## src/thfd_pkg.sv

```systemverilog
// ----------------------------------------------------------------------------
// Two-header frame deframer package
// Shared types and constants for the deframer front end, queue and top level.
// ----------------------------------------------------------------------------
package thfd_pkg;

  localparam logic [7:0] ShortStartReset = 8'h5A;
  localparam logic [7:0] LongStartReset  = 8'h5B;

  localparam logic RegShortStart = 1'b0;
  localparam logic RegLongStart  = 1'b1;

  localparam logic [1:0] KindData  = 2'd0;
  localparam logic [1:0] KindEmpty = 2'd1;
  localparam logic [1:0] KindDrop  = 2'd2;

  typedef enum logic [2:0] {
    PhHunt    = 3'd0,
    PhCmd     = 3'd1,
    PhLenLo   = 3'd2,
    PhLenHi   = 3'd3,
    PhPayload = 3'd4
  } phase_e;

  typedef struct packed {
    logic [7:0] rx_byte;
    logic       capture_end;
  } in_word_t;

  typedef struct packed {
    logic [7:0] frame_command;
    logic [7:0] payload_byte;
    logic [1:0] kind;
    logic       first_of_frame;
    logic       last_of_frame;
    logic       long_header;
  } out_word_t;

  typedef struct packed {
    logic [7:0] short_start_byte;
    logic [7:0] long_start_byte;
  } start_cfg_t;

endpackage

```

## src/two_header_frame_deframer.sv

```systemverilog
// ----------------------------------------------------------------------------
// Two-header frame deframer
// Takes link bytes, finds short- or long-header frames and emits tagged words.
//
// Input side is a queue: drive in_word_i and push; a word is taken when push
// is high and full is low. One word per cycle is sustained until full rises.
// Result side is a queue: while empty is low the oldest result is on
// out_word_o; pop takes it. Each input word yields zero or one result.
// A result can be popped in the cycle after its word is taken.
// Throughput: one word per cycle unless full; the front end decodes each
// byte combinationally and the result queue (FifoDepth entries) absorbs
// receiver stalls; if they last long enough, the queue fills and full rises.
// Configuration: cfg_index_i selects short (0) or long (1) start byte;
// cfg_ready is always high. Write only while idle.
// Reset: start bytes return to 0x5A and 0x5B, the parser hunts, the queue
// empties.
// ----------------------------------------------------------------------------
module two_header_frame_deframer
  import thfd_pkg::*;
#(
  parameter int FifoDepth = 4
) (
  input  logic       clk_i,
  input  logic       rst_ni,
  input  logic       push,
  output logic       full,
  input  in_word_t   in_word_i,
  output logic       empty,
  input  logic       pop,
  output out_word_t  out_word_o,
  input  logic       cfg_valid,
  output logic       cfg_ready,
  input  logic       cfg_index_i,
  input  logic [7:0] cfg_data_i
);

  start_cfg_t cfg_q;
  logic       in_acc;
  logic       res_valid;
  out_word_t  res;

  assign cfg_ready = 1'b1;
  assign in_acc    = push && !full;

  always_ff @(posedge clk_i or negedge rst_ni) begin
    if (!rst_ni) begin
      cfg_q.short_start_byte <= ShortStartReset;
      cfg_q.long_start_byte  <= LongStartReset;
    end else if (cfg_valid && cfg_ready) begin
      case (cfg_index_i)
        RegShortStart: cfg_q.short_start_byte <= cfg_data_i;
        RegLongStart:  cfg_q.long_start_byte  <= cfg_data_i;
        default: ;
      endcase
    end
  end

  thfd_parser u_parser (
    .clk_i      (clk_i),
    .rst_ni     (rst_ni),
    .cfg_i      (cfg_q),
    .in_valid_i (in_acc),
    .in_word_i  (in_word_i),
    .res_valid_o(res_valid),
    .res_o      (res)
  );

  thfd_fifo #(
    .Depth(FifoDepth)
  ) u_fifo (
    .clk_i    (clk_i),
    .rst_ni   (rst_ni),
    .wr_i     (in_acc && res_valid),
    .wr_data_i(res),
    .rd_i     (pop),
    .rd_data_o(out_word_o),
    .full_o   (full),
    .empty_o  (empty)
  );

endmodule

```

## src/thfd_parser.sv

```systemverilog
// ----------------------------------------------------------------------------
// Deframer front end
// Hunts for start bytes, decodes the header and tags payload bytes.
// ----------------------------------------------------------------------------
module thfd_parser
  import thfd_pkg::*;
(
  input  logic       clk_i,
  input  logic       rst_ni,
  input  start_cfg_t cfg_i,
  input  logic       in_valid_i,
  input  in_word_t   in_word_i,
  output logic       res_valid_o,
  output out_word_t  res_o
);

  phase_e      phase_q, phase_d;
  logic [7:0]  cmd_q, cmd_d;
  logic [15:0] left_q, left_d;
  logic        long_q, long_d;
  logic        first_q, first_d;

  always_ff @(posedge clk_i or negedge rst_ni) begin
    if (!rst_ni) begin
      phase_q <= PhHunt;
      cmd_q   <= 8'd0;
      left_q  <= 16'd0;
      long_q  <= 1'b0;
      first_q <= 1'b0;
    end else if (in_valid_i) begin
      phase_q <= phase_d;
      cmd_q   <= cmd_d;
      left_q  <= left_d;
      long_q  <= long_d;
      first_q <= first_d;
    end
  end

  always_comb begin
    logic [7:0]  b;
    logic        cap;
    logic        drop_first;
    logic [15:0] len;
    b          = in_word_i.rx_byte;
    cap        = in_word_i.capture_end;
    drop_first = 1'b1;
    len        = 16'd0;
    phase_d    = phase_q;
    cmd_d      = cmd_q;
    left_d     = left_q;
    long_d     = long_q;
    first_d    = first_q;
    res_valid_o = 1'b0;
    res_o       = '0;

    case (phase_q)
      PhCmd: begin
        cmd_d   = b;
        phase_d = PhLenLo;
      end
      PhLenLo, PhLenHi: begin
        if (phase_q == PhLenLo && long_q) begin
          left_d  = {8'd0, b};
          phase_d = PhLenHi;
        end else begin
          len = (phase_q == PhLenLo) ? {8'd0, b} : {b, left_q[7:0]};
          if (len == 16'd0) begin
            res_valid_o = 1'b1;
            res_o = '{frame_command: cmd_q, payload_byte: 8'd0, kind: KindEmpty,
                      first_of_frame: 1'b1, last_of_frame: 1'b1, long_header: long_q};
            phase_d = PhHunt;
            cmd_d   = 8'd0;
            left_d  = 16'd0;
            long_d  = 1'b0;
            first_d = 1'b0;
          end else begin
            left_d  = len;
            first_d = 1'b1;
            phase_d = PhPayload;
          end
        end
      end
      PhPayload: begin
        drop_first = first_q;
        if (left_q[15:1] == 15'd0 || !cap) begin
          res_valid_o = 1'b1;
          res_o = '{frame_command: cmd_q, payload_byte: b, kind: KindData,
                    first_of_frame: first_q, last_of_frame: (left_q[15:1] == 15'd0),
                    long_header: long_q};
          first_d = 1'b0;
          if (left_q[15:1] == 15'd0) begin
            phase_d = PhHunt;
            cmd_d   = 8'd0;
            left_d  = 16'd0;
            long_d  = 1'b0;
          end else begin
            left_d = left_q - 16'd1;
          end
        end
      end
      default: begin
        phase_d = PhHunt;
        cmd_d   = 8'd0;
        left_d  = 16'd0;
        long_d  = 1'b0;
        first_d = 1'b0;
        if (b == cfg_i.short_start_byte) begin
          phase_d = PhCmd;
        end else if (b == cfg_i.long_start_byte) begin
          long_d  = 1'b1;
          phase_d = PhCmd;
        end
      end
    endcase

    if (cap && phase_d != PhHunt) begin
      res_valid_o = 1'b1;
      res_o = '{frame_command: cmd_d, payload_byte: 8'd0, kind: KindDrop,
                first_of_frame: drop_first, last_of_frame: 1'b1, long_header: long_d};
      phase_d = PhHunt;
      cmd_d   = 8'd0;
      left_d  = 16'd0;
      long_d  = 1'b0;
      first_d = 1'b0;
    end
  end

endmodule

```

## src/thfd_fifo.sv

```systemverilog
// ----------------------------------------------------------------------------
// Deframer result queue
// Holds tagged words between the front end and the result port.
// ----------------------------------------------------------------------------
module thfd_fifo
  import thfd_pkg::*;
#(
  parameter int Depth = 4
) (
  input  logic      clk_i,
  input  logic      rst_ni,
  input  logic      wr_i,
  input  out_word_t wr_data_i,
  input  logic      rd_i,
  output out_word_t rd_data_o,
  output logic      full_o,
  output logic      empty_o
);

  localparam int PtrW = (Depth > 1) ? $clog2(Depth) : 1;
  localparam int CntW = $clog2(Depth + 1);
  localparam logic [PtrW-1:0] LastPtr = PtrW'(Depth - 1);
  localparam logic [CntW-1:0] FullCnt = CntW'(Depth);

  out_word_t       mem_q [Depth];
  logic [PtrW-1:0] wr_ptr_q, rd_ptr_q;
  logic [CntW-1:0] cnt_q;
  logic            do_wr, do_rd;

  assign full_o    = (cnt_q == FullCnt);
  assign empty_o   = (cnt_q == '0);
  assign do_wr     = wr_i && !full_o;
  assign do_rd     = rd_i && !empty_o;
  assign rd_data_o = mem_q[rd_ptr_q];

  always_ff @(posedge clk_i) begin
    if (do_wr) begin
      mem_q[wr_ptr_q] <= wr_data_i;
    end
  end

  always_ff @(posedge clk_i or negedge rst_ni) begin
    if (!rst_ni) begin
      wr_ptr_q <= '0;
      rd_ptr_q <= '0;
      cnt_q    <= '0;
    end else begin
      if (do_wr) begin
        wr_ptr_q <= (wr_ptr_q == LastPtr) ? '0 : wr_ptr_q + 1'b1;
      end
      if (do_rd) begin
        rd_ptr_q <= (rd_ptr_q == LastPtr) ? '0 : rd_ptr_q + 1'b1;
      end
      if (do_wr && !do_rd) begin
        cnt_q <= cnt_q + 1'b1;
      end else if (do_rd && !do_wr) begin
        cnt_q <= cnt_q - 1'b1;
      end
    end
  end

endmodule
```

## config.mk

```make
export PLATFORM = sky130hd
export DESIGN_NAME = two_header_frame_deframer
export DESIGN_NICKNAME = d
export VERILOG_FILES = /design/src/thfd_pkg.sv /design/src/two_header_frame_deframer.sv /design/src/thfd_parser.sv /design/src/thfd_fifo.sv
export SDC_FILE = /design/constraint.sdc
export NUM_CORES = 1
export LEC_CHECK = 0
export CAP_MARGIN = 20
export CORE_MARGIN = 1.5
export CORE_UTILIZATION = 68
export CTS_CLUSTER_DIAMETER = 60
export DETAILED_ROUTE_END_ITERATION = 7
export DONT_BUFFER_PORTS = 1
export GPL_TIMING_DRIVEN = 0
export PLACE_DENSITY = 0.84
export SLEW_MARGIN = 20
export SYNTH_ARGS = -nofsm -noshare
export SYNTH_HDL_FRONTEND = slang
export SYNTH_SLANG_ARGS = --single-unit
```

## constraint.sdc

```tcl
create_clock -name clk_i -period 8.52 [get_ports clk_i]
set_input_delay 1.704 -clock clk_i [delete_from_list [all_inputs] [get_ports clk_i]]
set_output_delay 1.704 -clock clk_i [all_outputs]
set_load 0.01 [all_outputs]
```

Word-level counts from Yosys, hierarchy flattened
Memory sizes are Yosys's and may differ from the RTL's.
Cells that the tools add are included.
Widths: inputs -> output; s select.
{ "word_totals": {"regBits": 52, "latchBits": 0, "ramBits": 84, "rom_bits": 0, "word_cells": 104, "mem_count": 1} }
{ "op_classes": {"addsub": 5, "mul": 0, "div_mod_pow": 0, "n_lt_le_gt_ge": 0, "eq_ne": 12, "shift": 0, "mux": 51, "n_bitwise": 1, "reduce_logical": 24} }
{ "memory_table": {"columns": ["memory", "words", "width", "read_ports", "rd_ports_with_merged_regs", "write_ports", "line_no", "source"], "rows": [
  ["u_fifo.mem_q", 4, 21, 1, 0, 1, "thfd_fifo.sv:25", "out_word_t mem_q [Depth];"]
]} }
{ "op_table": {"columns": ["cell", "n"], "rows": [
  ["$mux 16", 6],
  ["$mux 21", 4],
  ["$pmux 16 s3", 1],
  ["$pmux 21 s2", 1],
  ["$mux 8", 5],
  ["$mux 3", 8],
  ["$pmux 8 s3", 1],
  ["$mux 1", 19],
  ["$eq 8x8->1", 2],
  ["$logic_not 16->1", 1],
  ["$sub 16x1->16 const B", 1],
  ["$logic_not 15->1", 1],
  ["$pmux 3 s3", 1],
  ["$logic_and 1x1->1", 8],
  ["$eq 3x2->1 const B", 2],
  ["$eq 3x3->1 const B", 2],
  ["$pmux 1 s3", 2],
  ["$logic_not 1->1", 5],
  ["$add 2x1->2 const B", 2],
  ["$eq 2x2->1 const B", 2],
  ["$mux 2", 2],
  ["$reduce_and 2->1", 2],
  ["$reduce_and 4->1", 1],
  ["$add 3x1->3 const B", 1],
  ["other kinds (13)", 13]
]} }

Longest topological paths before layout
{ "depth": {"depth_word": 15, "depth_mapped": 14, "mapped_depth_nobuf": 12} }

Cells and area by module
From an unflattened synthesis, not the netlist that was laid out.
{ "unflattened": {"hier_cells": 442, "area_unflattened_um2": 6367.4} }
{ "by_module_without_submodules": {"columns": ["mod", "instances", "cells_per_inst", "area_each_um2"], "rows": [
  ["thfd_fifo", 1, 147, 3495.9],
  ["thfd_parser", 1, 256, 2194.6],
  ["two_header_frame_deframer", 1, 39, 676.9]
]} }

Worst setup path after synthesis
No wires, ideal clock.
{ "synth_timing": {"kind": "input to register", "startpoint": "input port in_word_i[5] in the netlist's numbering", "endpoint": "register u_fifo.cnt_q[2]", "setup_time_ps": 79, "arrival_ps": 4492, "required_time_ps": 8441, "path_slack_ps": 3949, "path_stages": 13, "n_path_buf": 1, "cell_sequence": "buf_2 or4_1 nor2_2 o211ai_1 nor2_1 nor2_1 a21oi_1 ha_1 inv_1 fa_1 xor2_1 nor2_1 xor2_1"} }
{ "synth_between": {"elab_chain_len": 13, "word_cells_on_any_way": 22} }
{ "synth_lines": {"columns": ["item", "line_no", "source"], "rows": [
  ["from (decl)", "two_header_frame_deframer.sv:27", "input in_word_t in_word_i,"],
  ["$mux 16", "thfd_parser.sv:66", "len = (phase_q == PhLenLo) ? {8'd0, b} : {b, left_q[7:0]};"],
  ["$logic_not 16->1", "thfd_parser.sv:67", "if (len == 16'd0) begin"],
  ["$mux 3", "thfd_parser.sv:67", null],
  ["$mux 3", "thfd_parser.sv:62", "if (phase_q == PhLenLo && long_q) begin"],
  ["$pmux 3 s3", "thfd_parser.sv:56", "case (phase_q)"],
  ["$reduce_bool 3->1", "thfd_parser.sv:116", "if (cap && phase_d != PhHunt) begin"],
  ["$logic_and 1x1->1", "thfd_parser.sv:116", null],
  ["$mux 1 *", "thfd_parser.sv:116", null],
  ["$logic_and 1x1->1 *", "two_header_frame_deframer.sv:73", ".wr_i (in_acc && res_valid),"],
  ["$logic_and 1x1->1 *", "thfd_fifo.sv:32", "assign do_wr = wr_i && !full_o;"],
  ["via u_fifo.do_wr", "thfd_fifo.sv:28", "logic do_wr, do_rd;"],
  ["$logic_not 1->1", "thfd_fifo.sv:56", "end else if (do_rd && !do_wr) begin"],
  ["$logic_and 1x1->1", "thfd_fifo.sv:56", null],
  ["$reduce_bool 2->1 (no source line)", null, null],
  ["to (signal assigned)", "thfd_fifo.sv:55", "cnt_q <= cnt_q + 1'b1;"],
  ["to (signal assigned)", "thfd_fifo.sv:57", "cnt_q <= cnt_q - 1'b1;"],
  ["to (decl)", "thfd_fifo.sv:27", "logic [CntW-1:0] cnt_q;"]
]} }
The timed path passes the listed nets; every way through them passes the cells marked *.
A chain may end at the register's enable or synchronous reset.

Worst setup path in the final report
{ "layout_timing": {"startpoint": "input port in_word_i[2] in the netlist's numbering", "endpoint": "memory u_fifo.mem_q[3][5] in the netlist's numbering, enable pin"} }
{ "layout_between": {"elab_chain_len": 12, "word_cells_on_any_way": 19} }
{ "layout_lines": {"columns": ["item", "line_no", "source"], "rows": [
  ["$mux 16", "thfd_parser.sv:66", null],
  ["$logic_not 16->1", "thfd_parser.sv:67", null],
  ["$mux 3", "thfd_parser.sv:67", null],
  ["$mux 3", "thfd_parser.sv:62", null],
  ["$pmux 3 s3", "thfd_parser.sv:56", null],
  ["$reduce_bool 3->1", "thfd_parser.sv:116", null],
  ["$logic_and 1x1->1", "thfd_parser.sv:116", null],
  ["$mux 1 *", "thfd_parser.sv:116", null],
  ["$logic_and 1x1->1 *", "two_header_frame_deframer.sv:73", null],
  ["$logic_and 1x1->1 *", "thfd_fifo.sv:32", null],
  ["via u_fifo.do_wr", "thfd_fifo.sv:28", null],
  ["$mux 1 *", "thfd_fifo.sv:37", "if (do_wr) begin"],
  ["$mux 1 (not written as such) *", "thfd_fifo.sv:38", "mem_q[wr_ptr_q] <= wr_data_i;"],
  ["to (decl)", "thfd_fifo.sv:25", null]
]} }
Marked as above.

==> impl_metrics.sql <==
INSERT INTO impl_metrics (metric_group, metric, value, unit) VALUES
('outcome', 'result_of_the_run', 'finished with violations', ''),
('outcome', 'violations', 'design-rule violations', ''),
('setup_path', 'r2r_start', 'u_parser.left_q[3]', ''),
('final_layout', 'insertedDiodeCount', '0', ''),
('cts', 'h-tree-depth', '4', ''),
('pwr', 'share_comb_of_total_power', '0.189', ''),
('final_layout', 'final_core_util', '0.786', ''),
('pwr', 'pwr-share-clk', '0.381', ''),
('final_layout', 'final_nets', '491', ''),
('route', 'routed_wl', '13400', 'um'),
('setup_path', 'crit_path_capture_type', 'register', ''),
('sta', 'rsz_0062_raised_after_global_routing', 'no', ''),
('final_layout', 'final_layout_size_suffix_gt1_frac', '0.224', ''),
('floorplan', 'io_pins', '47', ''),
('route', 'detail_route.iter0.violations', '298', ''),
('route', 'dr_total_vias', '3946', ''),
('sta', 'maximum_clock_rate', '0.208', 'GHz'),
('floorplan', 'coreArea', '8810', 'um^2'),
('floorplan', 'floorplan.die.height', '98.8', 'um'),
('logic_synthesis', 'synthesis.instances', '441', ''),
('floorplan', 'die_w', '98.8', 'um'),
('sta', 'finalClockSkew', '0.00840', 'ns'),
('pwr', 'worst_ir_drop_vdd', '0.000147', 'V'),
('pwr', 'cellLeakagePower', '2.60', 'nW'),
('cts', 'post_cts_hold_buffer_count', '0', ''),
('final_layout', 'areaGrowthSynthToFinish', '10.9', '%'),
('setup_path', 'worst_r2r_path_depth', '6', ''),
('cts', 'worst_setup_hold_path_clk_slew', '0.06', 'ns'),
('logic_synthesis', 'synth_async_sr_flop_share', '0.382', ''),
('floorplan', 'row_count', '34', ''),
('sta', 'timing.final.crit_share', '0.564', ''),
('cts', 'clk_root_buffer_cell', 'clkbuf_8', ''),
('pwr', 'p_int', '1.25', 'mW'),
('route', 'average_routed_wire_per_standard_cell', '23.1', 'um'),
('setup_path', 'setup.worst_path.start', 'in_word_i[2]', ''),
('global_routing', 'grt.overflow.total', '0', ''),
('sta', 'timing.final.max_slew_violations', '0', ''),
('route', 'antenna_violating_nets_post_route', '0', ''),
('logic_synthesis', 'post-synth-top-area-fraction', '0.404', ''),
('cts', 'clock_path_buffers', '2', ''),
('setup_path', 'crit_path_start_kind', 'input port', ''),
('sta', 'timing.max_slew.rel_slack', '0.253', ''),
('logic_synthesis', 'postSynthAreaPerCell', '14.2', 'um^2'),
('pwr', 'powerDensity', '256', 'nW/um^2'),
('hold_path', 'hold-path-endpoint', 'u_fifo.cnt_q[2]', ''),
('sta', 'timing.final.crit_period', '4.81', 'ns'),
('global_routing', 'first_global_vias', '4180', ''),
('pwr', 'sw_pwr', '523', 'uW'),
('floorplan', 'fp.dieArea', '9760', 'um^2'),
('setup_path', 'worstPathArrival', '4.96', 'ns'),
('route', 'post-route-drc-count', '3', ''),
('sta', 'number_of_failing_hold_endpoints_at_the_final_stage', '0', ''),
('sta', 'tightestPinTransition', '1.12', 'ns'),
('cts', 'tritoncts', 'built', ''),
('logic_synthesis', 'postSynthRegisterBits', '136', ''),
('cts', 'cts_buffers', '17', ''),
('logic_synthesis', 'synth_top_cells_by_area', 'edfxtp_1 40%, dfrtp_1 17%, mux4_2 7.6%', ''),
('run', 'max_cap_viol_count', '0', ''),
('logic_synthesis', 'syn_nets', '472', ''),
('setup_path', 'setup.reg_to_reg.worst_slack', '4.59', 'ns'),
('cts', 'worstSkewPairLatency', '0.54', 'ns'),
('global_routing', 'grt_start_max_net_pins', '53', ''),
('logic_synthesis', 'postSynth.topFlopCell', 'edfxtp_1', ''),
('setup_path', 'worstPathRequired', '8.67', 'ns'),
('cts', 'cts_repair_resize_count', '0', ''),
('global_routing', 'groute.usage.overall', '0.297', ''),
('logic_synthesis', 'yosysSeqAreaShare', '0.614', ''),
('floorplan', 'start_util', '0.709', ''),
('hold_path', 'min-delay-path-class', 'register to register', ''),
('global_routing', 'antenna_violations_before_repair', '0', ''),
('place', 'port_buffers', '0', '');
==> layout make-up <==
class | instances | area (um^2)
tap | 108 | 135
multi-input combinational | 271 | 2260
fill | 510 | 1880
buffer | 24 | 106
clock buffer | 17 | 414
clock inverter | 15 | 130
sequential | 136 | 3830
inverter | 10 | 37.5
==> metrics by stage <==
step | instance area (um^2) | power [mW] | std cells | worst slack [ns] | hold WS [ns]
final | 6920 | 1.77 | 581 | 3.71 | 0.504
after global routing | 6920 | 1.84 | 581 | 3.47 | 0.525
after CTS | 6920 | 1.78 | 581 | 3.74 | 0.501
after detailed placement | 6380 | 1.11 | 549 | 3.26 | 0.480
after global placement | 6380 | 1.09 | 549 | 3.32 | 0.475
after floorplan | 6240 | 1.04 | 441 | 3.95 | 0.457
==> worst max-delay path, cell delays in order <==
cell	delay, ns
clkbuf_1	0.28
or4_1	0.60
nor2_2	0.17
o211ai_1	0.19
nor2_1	0.36
nor2_1	0.15
a21oi_1	0.53
and2_1	0.96
==> worst max path at each step <==
stage / to / slack [ns] / depth (start not counted)
2_1_floorplan: u_fifo.cnt_q[2] / 3.95 / 13
3_3_place_gp: u_fifo.mem_q[1][7] / 3.32 / 8
3_5_place_dp: u_fifo.mem_q[3][6] / 3.26 / 8
4_1_cts: u_fifo.mem_q[2][2] / 3.74 / 8
5_1_grt: u_fifo.cnt_q[2] / 3.47 / 13
6_report: u_fifo.mem_q[3][5] / 3.71 / 8
==> kinds of logic (layout without fill, tap and decap cells) <==
kind of cell    Yosys count  in the layout  share of synthesized area
flops                   136            136                      0.614
simple gates            108            108                     0.0948
compound gates           88             88                      0.103
mux                      43             43                      0.115
buf+inv                  34             66                     0.0230
xor+xnor                 23             23                     0.0323
fa+ha+maj                 8              8                     0.0172
other cells               1              1                   0.000601
==> registers in the layout, indices dropped and copies added (netlist names), 2 cells and up <==
signal and flops:
u_fifo.cnt_q 3, u_fifo.rd_ptr_q 2, u_parser.cmd_q 8, cfg_q 16, u_fifo.mem_q 84, u_fifo.wr_ptr_q 2
u_parser.left_q 16, u_parser.phase_q 3
==> power groups by stage <==
stage | clock (mW) | sequential [mW] | combinational, mW
4_1_cts | 0.679 | 0.763 | 0.338
3_3_place_gp | 0 | 0.771 | 0.322
5_1_grt | 0.709 | 0.766 | 0.363
6_report | 0.677 | 0.763 | 0.335
2_1_floorplan | 0 | 0.767 | 0.272
3_5_place_dp | 0 | 0.774 | 0.334
==> cell usage after synthesis, types with 3 or more instances <==
cell type	n
clkbuf_1	14
or3_1	4
buf_1	4
mux2_2	20
a22o_1	19
o21ai_0	9
edfxtp_1	84
nor4_1	8
o22ai_1	4
xor2_1	20
buf_2	4
xnor2_1	3
dfstp_2	9
o21ai_2	5
dfrtp_1	43
mux4_2	21
a21o_1	4
and2_1	14
a211oi_1	3
a221oi_1	5
a21oi_1	20
nor2_1	23
or4_1	4
nand2b_1	4
inv_1	9
a31oi_1	3
nor3b_1	3
nand2_1	20
ha_1	7
nor3_1	15
==> layer usage <==
metal | global-route usage | vias up | routed length, um
met5 | 0 | - | 0
met4 | 0.137 | 0 | 338
met3 | 0.0872 | 39 | 975
met2 | 0.485 | 196 | 6870
met1 | 0.369 | 1975 | 5230
li1 | - | 1736 | -
==> layout by cell type (no fill, tap or decap), types with 4 or more instances in the layout <==
cell type and count:
edfxtp_1 84, dfrtp_1 43, nor2_1 23, mux4_2 21, xor2_1 20, nand2_1 20, a21oi_1 20, mux2_2 20
a22o_1 19, clkbuf_16 16, nor3_1 15, clkbuf_1 14, and2_1 13, inv_1 9, o21ai_0 9, dfstp_2 9
nor4_1 8, ha_1 7, inv_6 7, a221oi_1 5, o21ai_2 5, buf_1 4, buf_2 4, nand2b_1 4
or4_1 4, or3_1 4, o22ai_1 4, a21o_1 4, clkinvlp_4 4
(Power assumes the default switching activity.)
